`config.mk`:
```
export PLATFORM = sky130hd
export DESIGN_NAME = ttb_fifo
export DESIGN_NICKNAME = d
export VERILOG_FILES = /design/src/design/ttb_pkg.sv /design/src/design/ttb_fifo.sv
export SDC_FILE = /design/constraint.sdc
export NUM_CORES = 1
export LEC_CHECK = 0
export BUFFER_PORTS_ARGS = -buffer_cell sky130_fd_sc_hd__buf_4
export CAP_MARGIN = 15
export CORE_AREA = 2 2 250 252
export CTS_BUF_LIST = sky130_fd_sc_hd__clkbuf_16
export CTS_CLUSTER_DIAMETER = 80
export CTS_CLUSTER_SIZE = 12
export DETAILED_ROUTE_END_ITERATION = 8
export DIE_AREA = 0 0 252 254
export GPL_TIMING_DRIVEN = 0
export SYNTH_ARGS = -nofsm -noshare
export SYNTH_HDL_FRONTEND = slang
export SYNTH_SLANG_ARGS = --single-unit
```
`constraint.sdc`:
```
create_clock -name clk_i -period 15 [get_ports clk_i]
set_input_delay 2.25 -clock clk_i [delete_from_list [all_inputs] [get_ports clk_i]]
set_output_delay 2.25 -clock clk_i [all_outputs]
set_load 0.02 [all_outputs]
```
`src/design/ttb_pkg.sv`:
```
package ttb_pkg;

  // Fixed widths of the datapath
  localparam int unsigned IdxW  = 16;
  localparam int unsigned PosW  = 32;
  localparam int unsigned TexW  = 16;
  localparam int unsigned DpW   = PosW + 1;     // position delta, Q17.16
  localparam int unsigned DuvW  = TexW + 1;     // texcoord delta, Q5.12
  localparam int unsigned ProdW = DpW + DuvW;   // one product
  localparam int unsigned NumW  = ProdW + 1;    // numerator or determinant
  localparam int unsigned DetW  = 2 * DuvW + 1; // UV determinant
  localparam int unsigned ResW  = 32;
  localparam int unsigned FracShift = 12;       // Q4.12 to Q16.16 scale
  localparam int unsigned InDataW  = 144;
  localparam int unsigned OutDataW = 240;

  // One closed triangle, handed from the front to the back
  typedef struct packed {
    logic [IdxW-1:0] idx_a;
    logic [IdxW-1:0] idx_b;
    logic [IdxW-1:0] idx_c;
    logic [2:0][DpW-1:0] dp1;
    logic [2:0][DpW-1:0] dp2;
    logic [DuvW-1:0] du1;
    logic [DuvW-1:0] dv1;
    logic [DuvW-1:0] du2;
    logic [DuvW-1:0] dv2;
  } tri_t;

endpackage

```
`src/design/ttb_fifo.sv`:
```
module ttb_fifo (
  input  logic          clk_i,
  input  logic          rst_ni,
  input  logic          push_i,
  output logic          push_ready_o,
  input  ttb_pkg::tri_t push_data_i,
  output logic          pop_valid_o,
  input  logic          pop_i,
  output ttb_pkg::tri_t pop_data_o
);

  ttb_pkg::tri_t mem_q [2];
  logic       wr_q, rd_q;
  logic [1:0] cnt_q;

  assign push_ready_o = (cnt_q != 2'd2);
  assign pop_valid_o  = (cnt_q != 2'd0);
  assign pop_data_o   = mem_q[rd_q];

  // Advance pointers and fill count
  always_ff @(posedge clk_i or negedge rst_ni) begin
    if (!rst_ni) begin
      wr_q  <= 1'b0;
      rd_q  <= 1'b0;
      cnt_q <= 2'd0;
    end else begin
      if (push_i) begin
        wr_q <= !wr_q;
      end
      if (pop_i) begin
        rd_q <= !rd_q;
      end
      if (push_i && !pop_i) begin
        cnt_q <= cnt_q + 2'd1;
      end else if (pop_i && !push_i) begin
        cnt_q <= cnt_q - 2'd1;
      end
    end
  end

  // Store entries
  always_ff @(posedge clk_i) begin
    if (push_i) begin
      mem_q[wr_q] <= push_data_i;
    end
  end

endmodule

```
==> metrics.txt <==
clk sink count=632; worst-margin pin slew=925.5 ps; Post-Syn Nets=1312; final setup fails=0; HPWL after DPL=40030 microns; CTS clock-pin slew for the worst setup and hold paths=60 ps; Slew HR=38.30%; met1 GRT Util=17.11%; Vias/cell=4.697; pin count of the biggest net entering global routing=64; Die Area=0.06401 sq mm; status=finished clean; Worst Skew=11.98 ps; VDD IR max=0.1296 mV; min cycle time layout=4454 ps; H-tree levels=2; GR Layer Usage met2=29.05%; I/O pin cnt=634; Syn-to-layout area delta=33.78%; met3 Use GR=7.518%; CP max stage cell=mux2_2; Synth Area in Adders=0.05454%; Setup Buffers After CTS=0; GRT Residual Overflow=0; layout cell share with drive strength beyond 1=61.88%; CP Class=flop to primary output; Place WS=10670 ps; PwrDens=194.3 mW/mm^2; peak-usage layer in the global routing report=met2; distinct cell type count of the synthesized netlist=14; overall power=5.962 mW; xor/xnor share of the synthesized area=0.1909%; Pleak=11.46 nW; clk root buf=clkbuf_16; CTS tree=yes; WL final=55040 microns; CP Data Arrival Time=2200 ps; CP Data Required Time=12750 ps; slowest stage delay, CP=390 ps; IO Port Bufs=633; sequential share of the synthesized area=82.64%; Max Root-Sink Buffers=3; Die Width=252 microns; largest family of logic cells by synthesized area=multiplexers; TritonRoute pass-1 iters=6; cts repair resizes=0; vias after detailed routing=11.81k; antenna violations before repair=4; Hold WC Path Type=flop to flop; final hold violations=0; first-pass GRT wire length=77720 microns; final worst path period share=29.69%; Die H=254 microns; initial core utilization=37.45%; Site Rows=91; Iteration-0 DRC Markers=488; commonest non-fill, non-tap cells in the layout=buf_4 (633), edfxtp_1 (628), mux2_2 (314); # DRC=0; Worst Setup Slack, final=10550 ps; Synth Instances=993; Synth Area per Inst=23.10 sq um; Routability Congestion=0.7459; Antenna Nets Post-Route=0; cell mode on critical path=buf_6; max frequency=224.5 MHz; Simple-Gate Fraction of Synth Area=0.1254%; endpoint type of the worst setup path=primary output; Worst Setup Start Kind=flop; Max-Cap Viols=0; Synth Warn #=0; flops & latches, synth=632; commonest non-fill, non-tap cell in the layout=buf_4; CTS Hold Bufs=0; Core ar.=0.06126 sq mm; worst skew pair latency=600 ps; mapped cell area=0.02294 sq mm; Hold WS=527.1 ps; number of global-route vias before repair=12.68k; Max FO, Critical Path=10; Overall Global Routing Usage=16.40%; unrepaired setup endpoints after global routing=no; Slew Limit Fails=0; WL per Instance=21.89 microns; CTS buffer count=59; Synth Area in Compound Gates=0%; fraction of synthesized area in multiplexers=15.41%; Critical Path, Cell by Cell=buf_6, buf_6, buf_6, mux2_2, buf_4; nets=2023
## sequential cells by signal, indices dropped and copies added (netlist names)
register,flops
cnt_q,2
wr_q,1
rd_q,1
mem_q,628
## final timing paths
| path | from | end | slack [ps] | depth (start not counted) |
|---|---|---|---|---|
| max | rd_q | pop_data_o[226] | 10550 | 5 |
| min | cnt_q[1] | cnt_q[1] | 530 | 1 |
| max reg2reg | wr_q | mem_q[1][290] | 12630 | 3 |
| min reg2reg | cnt_q[1] | cnt_q[1] | 530 | 1 |
| max in group asynchronous | rst_ni | rd_q | 13450 | 1 |
| min in group asynchronous | rst_ni | cnt_q[1] | 1440 | 1 |
## critical path, delay by kind of cell (launching register included)
kind | cells | cell delay (ps)
buffers and inverters | 4 | 840
flip-flops | 1 | 340
multiplexers | 1 | 390
## metrics by stage
step           utilization [%]  instance area (sq um)  TNS (ps)  std cells
2_1_floorplan                -                  22940         0        993
3_3_place_gp             46.82                  28680   -293020       2416
3_5_place_dp             47.48                  29080         0       2433
4_1_cts                  50.09                  30680         0       2511
5_1_grt                  50.10                  30690         0       2514
6_report                 50.10                  30690         0       2514
## final cells by class
| type | instances | area, sq um |
|---|---|---|
| antenna | 3 | 7.507 |
| buffer | 35 | 356.6 |
| clock buffer | 61 | 1526 |
| clock inverter | 17 | 72.57 |
| fill | 5108 | 30570 |
| inverter | 1 | 3.754 |
| multi-input combinational | 325 | 3631 |
| sequential | 632 | 18960 |
| tap | 790 | 988.4 |
| timing repair buffer | 650 | 5145 |
## metal layers
metal	wire [microns]	share of wire, %
met1	19160	35
met2	28660	52
met3	5786	11
met4	1431	2.6
met5	11	0.020
## logic make-up after synthesis
logic type,Yosys count
fa+ha+maj,1
mux,314
buf+inv,36
xor+xnor,5
flops,632
simple gates,5
## cell usage after synthesis
master,instances,area share (%)
buf_6,29,1.4
xnor2_1,1,0.038
nor2b_1,1,0.027
or2_2,1,0.027
ha_1,1,0.055
xor2_1,4,0.15
buf_2,6,0.13
inv_1,1,0.016
edfxtp_1,628,82
nand2b_1,1,0.027
mux2_2,314,15
dfrtp_1,4,0.44
nor2_1,1,0.016
and2_1,1,0.027
## power by group
part	leakage (nW)	internal [mW]	total, mW	switching (mW)
Combinational	4.69	1.01	2.25	1.25
Sequential	5.94	2.34	2.40	0.0639
Clock	0.828	0.714	1.31	0.593
Note: power is estimated with default switching activity, not from simulation.
