<file path="config.mk">
export PLATFORM = sky130hd
export DESIGN_NAME = ttb_back
export DESIGN_NICKNAME = d
export VERILOG_FILES = /design/src/design/ttb_pkg.sv /design/src/design/ttb_div.sv /design/src/design/ttb_back.sv
export SDC_FILE = /design/constraint.sdc
export NUM_CORES = 2
export LEC_CHECK = 0
export BUFFER_PORTS_ARGS = -buffer_cell sky130_fd_sc_hd__buf_2
export CELL_PAD_IN_SITES_DETAIL_PLACEMENT = 1
export CELL_PAD_IN_SITES_GLOBAL_PLACEMENT = 2
export CORE_UTILIZATION = 30
export DETAILED_ROUTE_END_ITERATION = 8
export GPL_TIMING_DRIVEN = 0
export PLACE_DENSITY_LB_ADDON = 0.1
export SLEW_MARGIN = 20
export SYNTH_ARGS = -nofsm -noshare
export SYNTH_HDL_FRONTEND = slang
export SYNTH_SLANG_ARGS = --single-unit
</file>
<file path="constraint.sdc">
create_clock -name clk_i -period 37.4 [get_ports clk_i]
set_input_delay 1.87 -clock clk_i [delete_from_list [all_inputs] [get_ports clk_i]]
set_output_delay 1.87 -clock clk_i [all_outputs]
set_load 0.01 [all_outputs]
</file>
<file path="src/design/ttb_pkg.sv">
package ttb_pkg;

  // Fixed widths of the datapath
  localparam int unsigned IdxW  = 16;
  localparam int unsigned PosW  = 32;
  localparam int unsigned TexW  = 16;
  localparam int unsigned DpW   = PosW + 1;     // position delta, Q17.16
  localparam int unsigned DuvW  = TexW + 1;     // texcoord delta, Q5.12
  localparam int unsigned ProdW = DpW + DuvW;   // one product
  localparam int unsigned NumW  = ProdW + 1;    // numerator or determinant
  localparam int unsigned DetW  = 2 * DuvW + 1; // UV determinant
  localparam int unsigned ResW  = 32;
  localparam int unsigned FracShift = 12;       // Q4.12 to Q16.16 scale
  localparam int unsigned InDataW  = 144;
  localparam int unsigned OutDataW = 240;

  // One closed triangle, handed from the front to the back
  typedef struct packed {
    logic [IdxW-1:0] idx_a;
    logic [IdxW-1:0] idx_b;
    logic [IdxW-1:0] idx_c;
    logic [2:0][DpW-1:0] dp1;
    logic [2:0][DpW-1:0] dp2;
    logic [DuvW-1:0] du1;
    logic [DuvW-1:0] dv1;
    logic [DuvW-1:0] du2;
    logic [DuvW-1:0] dv2;
  } tri_t;

endpackage

</file>
<file path="src/design/ttb_div.sv">
module ttb_div (
  input  logic                       clk_i,
  input  logic                       rst_ni,
  input  logic                       start_i,
  input  logic [ttb_pkg::NumW-1:0]   num_i,
  input  logic [ttb_pkg::DetW-1:0]   det_i,
  output logic                       done_o,
  output logic [ttb_pkg::ResW-1:0]   res_o
);

  typedef enum logic [1:0] {V_IDLE, V_CHK, V_RUN, V_DONE} div_state_e;

  div_state_e  state_q;
  logic        neg_q;
  logic [61:0] n_q;
  logic [33:0] d_q;
  logic [33:0] r_q;
  logic [31:0] q_q;
  logic [4:0]  cnt_q;
  logic [ttb_pkg::NumW-1:0] abs_n;
  logic [ttb_pkg::DetW-1:0] abs_d;
  logic [34:0] r2;
  logic        fit;

  assign abs_n = num_i[ttb_pkg::NumW-1] ? -num_i : num_i;
  assign abs_d = det_i[ttb_pkg::DetW-1] ? -det_i : det_i;
  assign r2    = {r_q, n_q[31]};
  assign fit   = (r2 >= {1'b0, d_q});

  // Restoring division, one quotient bit a cycle
  always_ff @(posedge clk_i or negedge rst_ni) begin
    if (!rst_ni) begin
      state_q <= V_IDLE;
      cnt_q   <= 5'd0;
    end else begin
      case (state_q)
        V_IDLE: begin
          if (start_i) begin
            neg_q   <= num_i[ttb_pkg::NumW-1] ^ det_i[ttb_pkg::DetW-1];
            n_q     <= {abs_n[49:0], 12'b0};
            d_q     <= abs_d[33:0];
            state_q <= V_CHK;
          end
        end
        V_CHK: begin
          // quotient of 2^32 or more saturates either way
          if ({4'b0, n_q[61:32]} >= d_q) begin
            q_q     <= '1;
            state_q <= V_DONE;
          end else begin
            r_q     <= {4'b0, n_q[61:32]};
            cnt_q   <= 5'd0;
            state_q <= V_RUN;
          end
        end
        V_RUN: begin
          if (fit) begin
            r_q <= 34'(r2 - {1'b0, d_q});
          end else begin
            r_q <= r2[33:0];
          end
          q_q   <= {q_q[30:0], fit};
          n_q   <= {n_q[60:0], 1'b0};
          cnt_q <= cnt_q + 5'd1;
          if (cnt_q == 5'd31) begin
            state_q <= V_DONE;
          end
        end
        V_DONE: begin
          state_q <= V_IDLE;
        end
        default: begin
          state_q <= V_IDLE;
        end
      endcase
    end
  end

  assign done_o = (state_q == V_DONE);

  // Apply sign and saturate
  always_comb begin
    if (neg_q) begin
      res_o = (q_q > 32'h8000_0000) ? 32'h8000_0000 : -q_q;
    end else begin
      res_o = (q_q > 32'h7FFF_FFFF) ? 32'h7FFF_FFFF : q_q;
    end
  end

endmodule

</file>
<file path="src/design/ttb_back.sv">
module ttb_back (
  input  logic                            clk_i,
  input  logic                            rst_ni,
  input  logic                            pop_valid_i,
  output logic                            pop_o,
  input  ttb_pkg::tri_t                   pop_data_i,
  output logic                            out_valid_o,
  input  logic                            out_ready_i,
  output logic [ttb_pkg::OutDataW-1:0]    out_data_o,
  output logic                            out_degen_o
);

  typedef enum logic [2:0] {B_IDLE, B_MUL1, B_MUL2, B_DSTART, B_DWAIT, B_OUT} back_state_e;

  localparam logic [2:0] SelDet  = 3'd0;
  localparam logic [2:0] SelTan  = 3'd1;
  localparam logic [2:0] SelBit  = 3'd4;
  localparam logic [2:0] SelLast = 3'd6;

  back_state_e   state_q;
  logic [2:0]    sel_q;
  ttb_pkg::tri_t tri_q;
  logic signed [ttb_pkg::ProdW-1:0] prod_q;
  logic [ttb_pkg::DetW-1:0] det_q;
  logic [ttb_pkg::NumW-1:0] num_q;
  logic [5:0][31:0] res_q;
  logic          degen_q;
  logic          valid_q;
  logic [ttb_pkg::OutDataW-1:0] data_q;
  logic          udeg_q;

  logic signed [ttb_pkg::DpW-1:0]  ma, mc;
  logic signed [ttb_pkg::DuvW-1:0] mb, md;
  logic signed [ttb_pkg::NumW-1:0] diff;
  logic [1:0]    k;
  logic          div_done;
  logic [31:0]   div_res;
  logic [5:0][31:0] vec;
  logic          out_load;

  // Pick product operands for the term in work
  always_comb begin
    k  = 2'd0;
    ma = $signed({{16{tri_q.du1[16]}}, tri_q.du1});
    mb = $signed(tri_q.dv2);
    mc = $signed({{16{tri_q.dv1[16]}}, tri_q.dv1});
    md = $signed(tri_q.du2);
    if (sel_q >= SelBit) begin
      k  = 2'(sel_q - SelBit);
      ma = $signed(tri_q.dp2[k]);
      mb = $signed(tri_q.du1);
      mc = $signed(tri_q.dp1[k]);
      md = $signed(tri_q.du2);
    end else if (sel_q >= SelTan) begin
      k  = 2'(sel_q - SelTan);
      ma = $signed(tri_q.dp1[k]);
      mb = $signed(tri_q.dv2);
      mc = $signed(tri_q.dp2[k]);
      md = $signed(tri_q.dv1);
    end
  end

  assign diff  = ttb_pkg::NumW'(prod_q) - ttb_pkg::NumW'(mc * md);
  assign pop_o = (state_q == B_IDLE) && pop_valid_i;

  // Load the output register when the result is ready and the slot is free
  assign out_load = (state_q == B_OUT) && (!valid_q || out_ready_i);

  ttb_div u_div (
    .clk_i  (clk_i),
    .rst_ni (rst_ni),
    .start_i(state_q == B_DSTART),
    .num_i  (num_q),
    .det_i  (det_q),
    .done_o (div_done),
    .res_o  (div_res)
  );

  assign vec = degen_q ? '0 : res_q;

  // Sequence determinant, six numerators and six divisions; a zero determinant skips to the output
  always_ff @(posedge clk_i or negedge rst_ni) begin
    if (!rst_ni) begin
      state_q <= B_IDLE;
      sel_q   <= SelDet;
      valid_q <= 1'b0;
    end else begin
      if (valid_q && out_ready_i && !out_load) begin
        valid_q <= 1'b0;
      end
      case (state_q)
        B_IDLE: begin
          if (pop_valid_i) begin
            tri_q   <= pop_data_i;
            sel_q   <= SelDet;
            state_q <= B_MUL1;
          end
        end
        B_MUL1: begin
          prod_q  <= ma * mb;
          state_q <= B_MUL2;
        end
        B_MUL2: begin
          if (sel_q == SelDet) begin
            det_q   <= diff[ttb_pkg::DetW-1:0];
            degen_q <= (diff == '0);
            if (diff == '0) begin
              state_q <= B_OUT;
            end else begin
              sel_q   <= SelTan;
              state_q <= B_MUL1;
            end
          end else begin
            num_q   <= diff;
            state_q <= B_DSTART;
          end
        end
        B_DSTART: begin
          state_q <= B_DWAIT;
        end
        B_DWAIT: begin
          if (div_done) begin
            res_q[sel_q - SelTan] <= div_res;
            if (sel_q == SelLast) begin
              state_q <= B_OUT;
            end else begin
              sel_q   <= sel_q + 3'd1;
              state_q <= B_MUL1;
            end
          end
        end
        B_OUT: begin
          if (out_load) begin
            valid_q <= 1'b1;
            data_q  <= {vec[5], vec[4], vec[3], vec[2], vec[1], vec[0],
                        tri_q.idx_c, tri_q.idx_b, tri_q.idx_a};
            udeg_q  <= degen_q;
            state_q <= B_IDLE;
          end
        end
        default: begin
          state_q <= B_IDLE;
        end
      endcase
    end
  end

  assign out_valid_o = valid_q;
  assign out_data_o  = data_q;
  assign out_degen_o = udeg_q;

endmodule

</file>
==> results.json <==
{
  "hold_buffers": 0,
  "rsz0062_at_grt": "false",
  "worstMarginPinSlew_ps": 1215,
  "finalHoldViolCount": 0,
  "clock_path_buffers": 4,
  "synth_area_um2": 84420,
  "finalSetupViolations": 0,
  "drcViolationCount": 86,
  "fp-row-count": 194,
  "dr.first_iter.drc_count": 3928,
  "hp-class": "reg -> reg",
  "fin_area_um2": 97740,
  "wl_um": 343800,
  "synthArstFlopShare": 0.01335,
  "drive_gt1_frac": 0.1312,
  "ys_seq_area_frac": 0.3723,
  "grt_max_degree": 31,
  "numClockSinks": 1049,
  "worstSetupEndpointType": "flip-flop",
  "root_buffer": "clkbuf_16",
  "start_util": 0.3019,
  "finalCritPeriodShare": 0.4552,
  "fin_setup_tns_ps": 0,
  "critPathMaxFanout": 11,
  "io_pins": 561,
  "ys.flop_type": "edfxtp_1",
  "finalNetCount": 10390,
  "ys_warn_count": 0,
  "wl_per_cell_um": 27.62,
  "finalCriticalPeriod_ps": 17020,
  "post_cts_buffers": 0,
  "grt_pass1_wl_um": 489100,
  "crit_arrival_ps": 17760,
  "syn_to_final_growth_pct": 15.78,
  "drv_cap": 0,
  "ff2ff_setup_slack_ps": 20380,
  "synth_area_per_cell_um2": 10.86,
  "finClkSkew_ps": 90.98,
  "gr-total-overflow": 0,
  "grt_use_total": 0.2427,
  "synth-edff-count": 1035,
  "num_vias": 60800,
  "failed_checks": "DRC",
  "htree_levels": 3,
  "slowest_stage": "clkbuf_1",
  "relSlewSlack": 0.1897,
  "ant_nets": 0,
  "grt_pass1_vias": 66910,
  "hpwl_um": 290200,
  "post-place-ws_ps": 20520,
  "firstDrtPassIters": 9,
  "io_buffers": 560,
  "cts_buffers": 122,
  "place_area_um2": 93700,
  "synthCells": 7771,
  "synth_cell_types": 79,
  "antenna_found_initial": 34,
  "ys_ff_latch": 1049,
  "clk_pin_slew_worst_paths_ps": 60,
  "cts_tree": "built",
  "fmax_ghz": 0.05874,
  "finalWeightedCongestion": 0.9067,
  "layout_setup_ws_ps": 20380,
  "finalMaxSlewViolations": 0,
  "clock_latency_ps": 880,
  "outcome": "complete, but fails checks",
  "path_class": "reg -> reg",
  "start_kind": "flip-flop",
  "die_x_um": 532.5,
  "crit_required_ps": 38130,
  "cts_resized": 0,
  "die-area_um2": 283500,
  "via_per_inst": 4.885,
  "dieHeight_um": 532.5,
  "synth_fp_nets": 9540,
  "design.core.area_um2": 279600,
  "cpPeakStageDelay_ps": 900
}
-- synthesized netlist by cell type, drive strengths merged, types with 28 or more instances --
cell,instances,area share
nor2,645,0.029
nor2b,246,0.018
xnor2,119,0.012
ha,330,0.049
buf,30,0.0014
mux2,100,0.013
clkbuf,287,0.013
nand3,57,0.0034
nand2,900,0.040
or3,47,0.0036
mux2i,92,0.011
a22oi,48,0.0043
xor2,83,0.0086
nand2b,84,0.0062
a221oi,28,0.0029
o31ai,28,0.0025
o21a,62,0.0055
nand4,38,0.0028
nor3,61,0.0037
inv,1335,0.059
a21o,93,0.0083
a21oi,262,0.016
fa,1121,0.27
and3,35,0.0026
o21ai,264,0.016
edfxtp,1035,0.37
-- cell families after synthesis --
kind of cell | count (synthesis) | synth area share
buffers and inverters | 1652 | 0.07352
muxes | 192 | 0.02425
AOI/OAI and AO/OA | 1012 | 0.07661
and+or+nand+nor | 2212 | 0.1175
adders and majority gates | 1452 | 0.3149
DFF | 1049 | 0.3723
xor gates and xnor gates | 202 | 0.02096
-- cells in the final DEF (no fill, tap or decap), types with 93 or more instances in the layout --
| master | n |
|---|---|
| nand2_1 | 900 |
| xnor2_1 | 119 |
| a21o_1 | 93 |
| inv_1 | 1334 |
| a21oi_1 | 257 |
| ha_1 | 330 |
| clkbuf_16 | 123 |
| o21ai_0 | 227 |
| nor2_1 | 641 |
| nor2b_1 | 246 |
| edfxtp_1 | 1035 |
| fa_1 | 1121 |
| mux2_2 | 93 |
| buf_2 | 627 |
| clkbuf_1 | 288 |
-- flip-flops by register name (all words and copies together), names as in the netlist, 34 cells and up --
signal      flops
tri_q         314
out_data_o    240
res_q         192
num_q          51
prod_q         50
u_div.n_q      50
det_q          35
u_div.d_q      34
u_div.r_q      34
-- worst max-delay path: cells and delay by family, from the launching register on --
family | cells | cell delay (ps)
buffers and inverters | 14 | 6130
AND/OR/NAND/NOR | 13 | 4310
adder cells (fa/ha/maj) | 9 | 4150
AO/OA/AOI/OAI | 2 | 1000
multiplexers | 1 | 800
flip-flops | 1 | 380
-- routing by layer --
metal | GRT usage | part of all wire | up-vias
li1 | - | - | 26980
met1 | 0.3113 | 0.43 | 31670
met2 | 0.4064 | 0.47 | 1702
met3 | 0.03019 | 0.046 | 453
met4 | 0.1150 | 0.056 | 4
met5 | 0 | 0.000070 | -
-- through the flow --
step | utilization | std cells | hold WS, ps
6_report | 0.3495 | 12450 | 404.4
5_1_grt | 0.3495 | 12440 | 420.2
4_1_cts | 0.3494 | 12440 | 405.1
3_5_place_dp | 0.3351 | 12220 | 405.2
3_3_place_gp | 0.3286 | 12060 | 400.1
2_1_floorplan | - | 7771 | 400.3
-- final timing paths --
path,to,startpoint,cells after the start
max in group asynchronous,state_q[1],rst_ni,1
min reg2reg,out_data_o[20],tri_q[286],0
max,state_q[2],sel_q[1],39
min,out_data_o[20],tri_q[286],0
min in group asynchronous,sel_q[1],rst_ni,1
max reg2reg,state_q[2],sel_q[1],39
-- cell type report --
class | instances | area [µm²]
Antenna cell | 10 | 25.02
Buffer | 317 | 1222
Clock buffer | 141 | 3156
Clock inverter | 79 | 854.6
Fill cell | 31260 | 181900
Inverter | 1335 | 5011
Multi-Input combinational cell | 5070 | 47250
Sequential cell | 1049 | 31430
Tap cell | 3724 | 4659
Timing Repair Buffer | 723 | 4135
Power is left out: the tool's default activity adds up to more than one toggle a clock period on the data nets, which glitch-free logic cannot reach.
