`config.mk`:
```
export PLATFORM = sky130hd
export DESIGN_NAME = ttb_front
export DESIGN_NICKNAME = d
export VERILOG_FILES = /design/src/design/ttb_pkg.sv /design/src/design/ttb_front.sv
export SDC_FILE = /design/constraint.sdc
export NUM_CORES = 1
export LEC_CHECK = 0
export ABC_AREA = 1
export BUFFER_PORTS_ARGS = -buffer_cell sky130_fd_sc_hd__buf_2
export CAP_MARGIN = 20
export CORE_MARGIN = 5
export CORE_UTILIZATION = 52
export CTS_CLUSTER_DIAMETER = 50
export CTS_CLUSTER_SIZE = 40
export DETAILED_ROUTE_END_ITERATION = 8
export GPL_ROUTABILITY_DRIVEN = 0
export MAX_ROUTING_LAYER = met4
export PLACE_DENSITY = 0.75
export SLEW_MARGIN = 0
export SYNTH_ARGS = -nofsm -noshare
export SYNTH_HDL_FRONTEND = slang
export SYNTH_SLANG_ARGS = --single-unit
```
`constraint.sdc`:
```
create_clock -name clk_i -period 24.2 [get_ports clk_i]
set_input_delay 2.42 -clock clk_i [delete_from_list [all_inputs] [get_ports clk_i]]
set_output_delay 2.42 -clock clk_i [all_outputs]
set_load 0.02 [all_outputs]
```
`src/design/ttb_pkg.sv`:
```
package ttb_pkg;

  // Fixed widths of the datapath
  localparam int unsigned IdxW  = 16;
  localparam int unsigned PosW  = 32;
  localparam int unsigned TexW  = 16;
  localparam int unsigned DpW   = PosW + 1;     // position delta, Q17.16
  localparam int unsigned DuvW  = TexW + 1;     // texcoord delta, Q5.12
  localparam int unsigned ProdW = DpW + DuvW;   // one product
  localparam int unsigned NumW  = ProdW + 1;    // numerator or determinant
  localparam int unsigned DetW  = 2 * DuvW + 1; // UV determinant
  localparam int unsigned ResW  = 32;
  localparam int unsigned FracShift = 12;       // Q4.12 to Q16.16 scale
  localparam int unsigned InDataW  = 144;
  localparam int unsigned OutDataW = 240;

  // One closed triangle, handed from the front to the back
  typedef struct packed {
    logic [IdxW-1:0] idx_a;
    logic [IdxW-1:0] idx_b;
    logic [IdxW-1:0] idx_c;
    logic [2:0][DpW-1:0] dp1;
    logic [2:0][DpW-1:0] dp2;
    logic [DuvW-1:0] du1;
    logic [DuvW-1:0] dv1;
    logic [DuvW-1:0] du2;
    logic [DuvW-1:0] dv2;
  } tri_t;

endpackage

```
`src/design/ttb_front.sv`:
```
module ttb_front (
  input  logic               clk_i,
  input  logic               rst_ni,
  input  logic               in_valid_i,
  output logic               in_ready_o,
  input  logic [15:0]        idx_i,
  input  logic [2:0][31:0]   pos_i,
  input  logic [1:0][15:0]   tex_i,
  output logic               push_o,
  input  logic               push_ready_i,
  output ttb_pkg::tri_t      push_data_o
);

  logic [1:0]        cnt_q, cnt_d;
  logic [1:0][15:0]  idx_q;
  logic [1:0][2:0][31:0] pos_q;
  logic [1:0][1:0][15:0] tex_q;
  logic              third;
  logic              take;

  assign third      = (cnt_q == 2'd2);
  assign in_ready_o = !third || push_ready_i;
  assign take       = in_valid_i && in_ready_o;
  assign push_o     = take && third;

  // Count corners of the open triangle
  always_comb begin
    cnt_d = cnt_q;
    if (take) begin
      cnt_d = third ? 2'd0 : cnt_q + 2'd1;
    end
  end

  always_ff @(posedge clk_i or negedge rst_ni) begin
    if (!rst_ni) begin
      cnt_q <= 2'd0;
    end else begin
      cnt_q <= cnt_d;
    end
  end

  // Hold the first two corners
  always_ff @(posedge clk_i) begin
    if (take && !third) begin
      idx_q[cnt_q[0]] <= idx_i;
      pos_q[cnt_q[0]] <= pos_i;
      tex_q[cnt_q[0]] <= tex_i;
    end
  end

  // Form edge deltas on the closing corner
  always_comb begin
    push_data_o       = '0;
    push_data_o.idx_a = idx_q[0];
    push_data_o.idx_b = idx_q[1];
    push_data_o.idx_c = idx_i;
    for (int k = 0; k < 3; k++) begin
      push_data_o.dp1[k] = {pos_q[1][k][31], pos_q[1][k]} - {pos_q[0][k][31], pos_q[0][k]};
      push_data_o.dp2[k] = {pos_i[k][31], pos_i[k]} - {pos_q[0][k][31], pos_q[0][k]};
    end
    push_data_o.du1 = {tex_q[1][0][15], tex_q[1][0]} - {tex_q[0][0][15], tex_q[0][0]};
    push_data_o.dv1 = {tex_q[1][1][15], tex_q[1][1]} - {tex_q[0][1][15], tex_q[0][1]};
    push_data_o.du2 = {tex_i[0][15], tex_i[0]} - {tex_q[0][0][15], tex_q[0][0]};
    push_data_o.dv2 = {tex_i[1][15], tex_i[1]} - {tex_q[0][1][15], tex_q[0][1]};
  end

endmodule

```
==> results of run 1 <==
[logic make-up after synthesis]
| group | Yosys count | synth area share |
|---|---|---|
| and+or+nand+nor | 2320 | 0.336 |
| buffers and inverters | 1013 | 0.141 |
| DFF | 290 | 0.315 |
| adders and majority gates | 266 | 0.123 |
| AOI/OAI and AO/OA | 224 | 0.0459 |
| xor gates and xnor gates | 120 | 0.0381 |
[how the worst max path moves through the flow]
stage                      start  slack [ns]               to  cells past startpoint
floorplan           push_ready_i       10.74         cnt_q[0]                      4
global placement        pos_i[0]       17.53  push_data_o[80]                     13
detailed placement      pos_i[0]       17.48  push_data_o[80]                     13
CTS                     pos_i[0]       17.47  push_data_o[80]                     13
global route            pos_i[0]       17.35  push_data_o[96]                     16
finish                  pos_i[0]       17.47  push_data_o[80]                     13
[registers in the layout, indices dropped and copies added (netlist names)]
signal       flops
cnt_q            2
pos_q          192
push_data_o     32
tex_q           64
[metrics by stage]
stage / setup slack (ns) / power [W] / hold slack [ns] / cell area [µm²]
after floorplan: 10.74 / 0.00203 / 0.484 / 27600
after global placement: 17.53 / 0.00259 / 0.525 / 30600
after detailed placement: 17.48 / 0.00260 / 0.529 / 30600
after CTS: 17.47 / 0.00320 / 0.539 / 32000
after global routing: 17.35 / 0.00343 / 0.594 / 32000
final: 17.47 / 0.00319 / 0.538 / 32000
[routing by layer]
layer,vias to the layer above,track usage,share of wire
met5,-,-,0
met4,0,0.0868,0.038
met3,175,0.0501,0.083
met2,835,0.445,0.46
met1,11769,0.338,0.42
li1,13886,-,-
[power by group through the flow]
| stage | Clock, W | Sequential, W | Combinational [W] |
|---|---|---|---|
| final | 0.000584 | 0.000693 | 0.00191 |
| after CTS | 0.000598 | 0.000694 | 0.00191 |
| after detailed placement | 0 | 0.000704 | 0.00190 |
| after global routing | 0.000618 | 0.000702 | 0.00211 |
| after floorplan | 0 | 0.000743 | 0.00129 |
| after global placement | 0 | 0.000700 | 0.00189 |
[placed cells by master (no fill, tap or decap), types with 4 or more instances in the layout]
master,instances
nand2_2,53
xor2_1,103
nand4_1,24
nand3_1,199
nand3_2,7
diode_2,16
o21ai_2,7
inv_12,6
and2_1,12
a21oi_2,5
inv_1,992
ha_1,256
o21bai_1,18
edfxtp_1,288
buf_2,463
fa_1,10
xnor2_1,17
or2_1,7
nor2_1,303
a21o_1,15
inv_8,7
a21oi_1,166
o21ai_0,6
clkbuf_1,4
o21a_1,4
nand2_1,1688
clkbuf_16,38
nor3_1,24
[area by class of cell]
cell class | instances | area [µm²]
fill | 5003 | 20600
multi-input combinational | 2930 | 15000
sequential | 290 | 8700
inverter | 992 | 3720
timing repair buffer | 466 | 2350
clock buffer | 42 | 966
tap | 688 | 861
clock inverter | 24 | 345
antenna | 16 | 40.0
==> flow_metrics.py, run 1 <==
metrics = {
    "power_and_ir_drop": {
        "power_switching_share": 0.501,
        "relative_contribution_of_the_clock_network_to_total_power": 0.183,
        "ir_drop_uv": 99.9,
        "total_leakage_power_nw": 19.2,
        "seq_power_share": 0.217,
        "cellInternalPower_w": 0.00159,
        "power.combinational.fraction": 0.600,
        "p_switching_w": 0.00160,
        "power_per_cell_area_nw_per_um2": 99.8,
    },
    "synth": {
        "yosysTopAreaCellShare": 0.314,
        "synth_most_common_cell": "nand2_1",
        "ys_ff_latch": 290,
        "synth_seq_area_share": 0.315,
        "avgSynthCellArea_um2": 6.51,
        "syn_nets": 4647,
        "dominantRegCellSynth": "edfxtp_1",
        "postSynth.asyncResetShare": 0.00690,
        "most_area_consuming_cells_after_synthesis": "edfxtp_1 31%, nand2_1 23%, inv_1 14%",
        "mappedNetlistArea_um2": 27600,
        "synth_top_area_cell": "edfxtp_1",
        "post_synth_most_frequent_cells": "1688 x nand2_1, 992 x inv_1, 304 x nor2_1",
        "synth-warning-count": 0,
        "postSynthCellCount": 4233,
        "netlist-cell-type-count": 27,
        "synth-edff-count": 288,
    },
    "timing": {
        "finalCritPeriodShare": 0.278,
        "hold_violations_final": 0,
        "final_period_minus_worst_setup_slack_ns": 6.73,
        "totalNegativeSetupSlack_ns": 0,
        "fin_skew_ns": 0.0192,
        "slew_viol_final": 0,
        "maxClockFrequency_ghz": 0.149,
        "timing.slew.headroom": 0.414,
        "setup_viol": 0,
        "tightestPinTransition_ns": 0.879,
        "rsz0062_at_grt": "no",
    },
    "drt": {
        "wl_per_cell_um": 14.5,
        "route.detailed.vias_per_inst": 4.89,
        "wl_um": 79000,
        "detail_route.drc_violations": 0,
        "drt-pass1-iter-count": 6,
        "detail-route-antenna-nets": 0,
        "drt_iter0_markers": 1735,
        "num_vias": 26665,
    },
    "critical_path": {
        "slowest_delay_ns": 0.41,
        "reg2reg_from": "cnt_q[0]",
        "worst-path-max-fanout": 3,
        "setup.reg_to_reg.worst_slack_ns": 21.62,
        "crit_reg_reg_endpoint": "tex_q[33]",
        "critPathArrivalTime_ns": 4.31,
        "crit_path_frequent_cell": "nand2_1",
        "path_class": "primary input to output pin",
        "worst_setup_path_start_kind": "primary input",
        "rr_worst_depth": 5,
        "crit_path_end_kind": "output pin",
        "crit_path_cell_trace": "buf_2 > inv_1 > ha_1 > fa_1 > inv_1 > nand2_1 > nand2_1 > nand3_1 > nand2_2 > nand2_1 > nand2_2 > xor2_1 > buf_2",
        "worst_path_max_delay_cell": "fa_1",
        "crit_required_ns": 21.78,
        "cp_num_buf_inv": 4,
        "worst_path_dominant_cell_family": "adder cells",
    },
    "cts": {
        "worst_skew_pair.late_latency_ns": 0.56,
        "tritoncts": "built",
        "cts_setup_buffers": 0,
        "library_cell_used_as_clock_root_buffer": "clkbuf_16",
        "clock_tree.htree_level_count": 2,
        "numCtsBuffers": 36,
        "cts_resized": 0,
        "tritoncts_num_sinks": 290,
        "clk_path_buf_depth": 3,
        "clk_transition_reported_paths_ns": 0.07,
        "cts-hold-fix-buffers": 0,
    },
    "grt": {
        "grt_first_pass_wirelength_um": 122000,
        "grt_max_degree": 140,
        "vias_in_the_first_global_route": 24569,
        "global_route.overflow_total": 0,
        "antenna_found_initial": 11,
        "grtUsageTotal": 0.270,
    },
    "hold_path": {
        "holdCritStartpoint": "cnt_q[1]",
        "worst_hold_path.endpoint": "cnt_q[1]",
        "worst_hold_path.num_cells": 1,
        "timing.hold.worst.class": "flop to flop",
    },
    "die": {
        "io_pins": 464,
        "design.die.area_um2": 57700,
        "floorplan.die.width_um": 240,
        "die_h_um": 240,
        "row_count": 84,
        "core_area_um2": 52600,
        "initial_utilization": 0.525,
    },
    "job": {
        "maxCapViolCount": 0,
    },
    "run_status": {
        "outcome": "finished, final reports clean",
    },
    "placed_design": {
        "numPlacedInstances": 5366,
        "dp_hpwl_um": 66200,
        "portBuffers": 463,
    },
    "layout": {
        "utilization": 0.609,
        "drive_above_1_share": 0.127,
        "nNetsFinal": 5130,
        "final_cell_count_without_fillers": 5448,
        "synthToLayoutAreaGrowth_pct": 16.0,
    },
}
Note: power is estimated with default switching activity, not from simulation.
==> run 2, diff against run 1 <==
Settings changed: PLACE_DENSITY 0.75 to 0.78.
Clock period 24.2 ns to 5.9 ns, I/O delays scaled along.
==> flow_metrics.py, run 2 (synthesis results as in run 1) <==
metrics = {
    "run_status": {
        "outcome": "finished, final reports clean",
    },
    "grt": {
        "antenna_found_initial": 11,
        "vias_in_the_first_global_route": 25138,
        "grt_first_pass_wirelength_um": 123000,
        "globalRoute.busiestLayer": "met2",
        "grt_max_degree": 70,
        "grtUsageTotal": 0.269,
        "grt_use_met3": 0.0444,
        "groute.layer.met2.usage": 0.454,
        "grt_use_met1": 0.332,
        "global_route.overflow_total": 0,
    },
    "power_and_ir_drop": {
        "power_w": 0.0128,
        "ir_drop_uv": 374,
        "power_per_cell_area_nw_per_um2": 402,
        "total_leakage_power_nw": 19.1,
    },
    "cts": {
        "tritoncts_num_sinks": 290,
        "clk_path_buf_depth": 3,
        "cts_resized": 0,
        "cts-hold-fix-buffers": 1,
        "library_cell_used_as_clock_root_buffer": "clkbuf_16",
        "clk_transition_reported_paths_ns": 0.07,
        "tritoncts": "built",
        "cts_setup_buffers": 0,
        "worst_skew_pair.late_latency_ns": 0.60,
        "numCtsBuffers": 31,
        "clock_tree.htree_level_count": 1,
    },
    "timing": {
        "maxClockFrequency_ghz": 0.293,
        "hold_violations_final": 0,
        "setup_viol": 0,
        "finalCritPeriodShare": 0.578,
        "layout_setup_ws_ns": 2.49,
        "timing.slew.headroom": 0.326,
        "tightestPinTransition_ns": 1.01,
        "rsz0062_at_grt": "no",
        "final_period_minus_worst_setup_slack_ns": 3.41,
        "fin_skew_ns": 0.0122,
        "totalNegativeSetupSlack_ns": 0,
        "slew_viol_final": 0,
    },
    "layout": {
        "synthToLayoutAreaGrowth_pct": 15.6,
        "final_cell_mix": "1688 x nand2_1, 992 x inv_1, 463 x buf_2",
        "final_cell_count_without_fillers": 5442,
        "largest_register_ffs": 192,
        "utilization": 0.607,
        "fill_cells": 4950,
        "nNetsFinal": 5129,
        "mostFrequentLayoutCell": "nand2_1",
        "drive_above_1_share": 0.126,
    },
    "drt": {
        "drt_iter0_markers": 1659,
        "wl_um": 78700,
        "route.detailed.vias_per_inst": 4.93,
        "wl_per_cell_um": 14.5,
        "detail_route.drc_violations": 0,
        "num_vias": 26847,
        "drt-pass1-iter-count": 6,
        "detail-route-antenna-nets": 0,
    },
    "critical_path": {
        "crit_required_ns": 5.31,
        "critPathArrivalTime_ns": 2.82,
        "crit_path_end_kind": "output pin",
        "path_class": "flop to output pin",
        "worst-path-max-fanout": 3,
        "worst_setup_path_start_kind": "flop",
    },
    "placed_design": {
        "numPlacedInstances": 5369,
        "portBuffers": 463,
        "dp_hpwl_um": 66400,
        "dp_slack_ns": 2.88,
    },
    "die": {
        "core_area_um2": 52600,
        "row_count": 84,
        "floorplan.die.width_um": 240,
        "initial_utilization": 0.525,
        "io_pins": 464,
        "die_h_um": 240,
        "design.die.area_um2": 57700,
    },
    "job": {
        "maxCapViolCount": 0,
    },
    "hold_path": {
        "timing.hold.worst.class": "primary input to flop",
    },
}
## run 2: cell count changes in the layout (fill, tap and decap cells not counted), moves of 3 or more
cell       before  now
buf_4           2    6
bufinv_16       3    0
clkbuf_1        4    0
clkbuf_16      38   31
clkinv_8        2    7
inv_16          0    5
inv_8           7    4
## run 2: stage by stage
step / area, µm² / hold slack, ns
after floorplan: 27600 / 0.294
after CTS: 31800 / 0.160
after detailed placement: 30700 / 0.377
final: 31900 / 0.194
after global routing: 31900 / 0.166
after global placement: 30700 / 0.377
## run 2: critical path, cell delays in order, from the launching register on
cell and delay (ns):
edfxtp_1 0.40, ha_1 0.30, fa_1 0.42, inv_1 0.11, nand2_1 0.05, nand2_1 0.08
nand3_1 0.08, nand2_2 0.13, nand2_1 0.08, nand2_2 0.11, xor2_1 0.25, buf_2 0.22
## run 2: report_power, final
part / leakage, nW / switching [W] / internal [W]
Clock: 0.559 / 0.00104 / 0.00108
Sequential: 2.68 / 0.000109 / 0.00274
Combinational: 15.9 / 0.00544 / 0.00241
Total: 19.1 / 0.00659 / 0.00623
## run 2: routing by layer
layer  vias up  share of wire
li1      13883              -
met1     11937           0.41
met2       855           0.47
met3       172          0.083
met4         0          0.036
met5         -              0
## run 2: path summary, 6_finish.rpt
path,from,end,slack [ns],depth (start not counted)
max,pos_q[64],push_data_o[249],2.49,11
min,idx_i[12],push_data_o[294],0.19,1
max reg2reg,cnt_q[0],tex_q[16],3.41,6
min reg2reg,cnt_q[1],cnt_q[1],0.58,1
max in group asynchronous,rst_ni,cnt_q[0],5.47,2
min in group asynchronous,rst_ni,cnt_q[1],0.34,2
## run 2: cell type report
| type | count | area (µm²) | share of cell area |
|---|---|---|---|
| Multi-Input combinational cell | 2930 | 15000 | 0.471 |
| Sequential cell | 290 | 8700 | 0.273 |
| Inverter | 992 | 3720 | 0.117 |
| Timing Repair Buffer | 470 | 2370 | 0.0744 |
| Tap cell | 688 | 861 | 0.0270 |
| Clock buffer | 31 | 776 | 0.0243 |
| Clock inverter | 26 | 392 | 0.0123 |
| Antenna cell | 15 | 37.5 | 0.00118 |
==> run 3, diff against run 2 <==
Clock period 5.9 ns to 2.8 ns, I/O delays scaled along.
==> flow_metrics.py, run 3 (synthesis results as in run 1) <==
metrics = {
    "run_status": {
        "outcome": "finished, violations left",
        "violations": "setup timing",
    },
    "layout": {
        "largest_register_ffs": 192,
        "synthToLayoutAreaGrowth_pct": 30.0,
        "mostFrequentLayoutCell": "nand2_1",
        "nNetsFinal": 5316,
        "final_cell_mix": "1544 x nand2_1, 958 x inv_1, 368 x buf_2",
        "drive_above_1_share": 0.207,
    },
    "grt": {
        "global_route.overflow_total": 0,
        "vias_in_the_first_global_route": 26073,
        "antenna_found_initial": 2,
        "grt_first_pass_wirelength_um": 130000,
        "grt_max_degree": 82,
        "grtUsageTotal": 0.288,
    },
    "critical_path": {
        "crit_path_cell_trace": "ha_4 > fa_2 > inv_2 > nand2_2 > nand2_2 > nand3_2 > nand2_2 > nand2_2 > nand2_4 > nand2_2 > nand2_1 > nand2_1 > nand2_2 > buf_6",
        "setup.worst_path.start": "pos_q[0]",
        "crit_path_end_kind": "output pin",
        "worst_path_dominant_cell_family": "simple AND/OR/NAND/NOR gates",
        "crit_end": "push_data_o[96]",
        "cp_num_buf_inv": 2,
        "crit_required_ns": 2.52,
        "crit_path_frequent_cell": "nand2_2",
        "critPathArrivalTime_ns": 2.67,
        "worst-path-max-fanout": 3,
        "reg2reg_from": "cnt_q[0]",
        "path_class": "flop to output pin",
        "slowest_delay_ns": 0.50,
        "timing.critical_path.depth": 14,
        "worst_path_max_delay_cell": "edfxtp_1",
        "crit_reg_reg_endpoint": "pos_q[54]",
        "setup.reg_to_reg.worst_slack_ns": 0.80,
        "worst_setup_path_start_kind": "flop",
        "rr_worst_depth": 5,
    },
    "drt": {
        "wl_um": 91400,
        "wl_per_cell_um": 16.3,
        "num_vias": 29106,
        "drt-pass1-iter-count": 6,
        "detail_route.drc_violations": 0,
        "detail-route-antenna-nets": 0,
        "route.detailed.vias_per_inst": 5.18,
        "drt_iter0_markers": 2373,
    },
    "timing": {
        "finalCritPeriodShare": 1.05,
        "maxClockFrequency_ghz": 0.339,
        "slew_viol_final": 0,
        "final_period_minus_worst_setup_slack_ns": 2.95,
        "hold_slack_ns": 0.0577,
        "fin_skew_ns": 0.0194,
        "rsz0062_at_grt": "yes",
        "timing.slew.headroom": 0.632,
        "hold_violations_final": 0,
        "totalNegativeSetupSlack_ns": -1.61,
        "layout_setup_ws_ns": -0.147,
        "tightestPinTransition_ns": 0.553,
        "setup_viol": 30,
    },
    "cts": {
        "worst_skew_pair.late_latency_ns": 0.56,
        "tritoncts_num_sinks": 290,
        "library_cell_used_as_clock_root_buffer": "clkbuf_16",
        "clock_tree.htree_level_count": 2,
        "tritoncts": "built",
        "numCtsBuffers": 35,
        "clk_transition_reported_paths_ns": 0.07,
        "clk_path_buf_depth": 3,
    },
    "placed_design": {
        "dp_slack_ns": 0.353,
        "portBuffers": 463,
        "dp_hpwl_um": 66700,
    },
    "power_and_ir_drop": {
        "seq_power_share": 0.198,
        "cellInternalPower_w": 0.0153,
        "relative_contribution_of_the_clock_network_to_total_power": 0.169,
        "p_switching_w": 0.0152,
        "power.combinational.fraction": 0.633,
        "ir_drop_uv": 643,
        "power_switching_share": 0.498,
        "power_per_cell_area_nw_per_um2": 849,
        "total_leakage_power_nw": 20.3,
    },
    "die": {
        "floorplan.die.width_um": 240,
        "core_area_um2": 52600,
        "row_count": 84,
        "io_pins": 464,
        "initial_utilization": 0.525,
        "die_h_um": 240,
        "design.die.area_um2": 57700,
    },
    "hold_path": {
        "timing.hold.worst.class": "primary input to asynchronous set/reset pin",
    },
    "job": {
        "maxCapViolCount": 0,
    },
}
==> run 3: cell types whose count changed in the layout (fill, tap and decap cells not counted), sizes merged <==
cell / delta
buf: +34
bufinv: +3
clkbuf: +13
clkinv: -4
clkinvlp: +1
diode: -8
dlygate4sd3: +144
inv: -2
==> run 3: how the worst min path moves through the flow <==
| stage | to | slack (ns) | startpoint |
|---|---|---|---|
| floorplan | cnt_q[0] | -0.02 | rst_ni |
| global placement | cnt_q[1] | 0.07 | rst_ni |
| detailed placement | cnt_q[1] | 0.07 | rst_ni |
| CTS | cnt_q[1] | 0.05 | rst_ni |
| global route | cnt_q[1] | 0.05 | rst_ni |
| finish | cnt_q[1] | 0.06 | rst_ni |
==> run 3: cell type report <==
cell class	instances	area, µm²
Sequential cell	290	8700
Inverter	992	3720
Multi-Input combinational cell	2930	16600
Antenna cell	7	17.5
Clock inverter	24	385
Timing Repair Buffer	653	4650
Fill cell	4168	16700
Tap cell	688	861
Clock buffer	39	933
==> run 3: through the flow <==
| step | utilization | power, W | area, µm² | cells |
|---|---|---|---|---|
| after floorplan | - | 0.0174 | 27600 | 4233 |
| after global placement | 0.584 | 0.0224 | 30700 | 5369 |
| after detailed placement | 0.584 | 0.0225 | 30700 | 5369 |
| after CTS | 0.645 | 0.0282 | 33900 | 5592 |
| after global routing | 0.682 | 0.0323 | 35800 | 5618 |
| final | 0.682 | 0.0304 | 35800 | 5623 |
==> run 3: power groups by stage <==
| stage | Combinational, W | Clock (W) | Sequential, W |
|---|---|---|---|
| 2_1_floorplan | 0.0112 | 0 | 0.00622 |
| 3_3_place_gp | 0.0163 | 0 | 0.00604 |
| 3_5_place_dp | 0.0165 | 0 | 0.00608 |
| 4_1_cts | 0.0171 | 0.00515 | 0.00599 |
| 5_1_grt | 0.0208 | 0.00539 | 0.00609 |
| 6_report | 0.0193 | 0.00514 | 0.00604 |
==> run 3: timing repair <==
action                                  4_1_cts  5_1_grt
resized for setup                            90      504
buffers inserted                             15       26
pin swaps                                    17       53
endpoints found under the setup margin       74      159
hold buffers                                145        0
hold endpoints to repair                    290        0
==> run 3: per-layer routing <==
layer / track usage / wire, µm / vias up
met2: 0.479 / 43600 / 1453
met3: 0.0474 / 8110 / 359
li1: - / - / 14227
met5: - / 0 / -
met1: 0.361 / 35300 / 13067
met4: 0.0947 / 4360 / 0
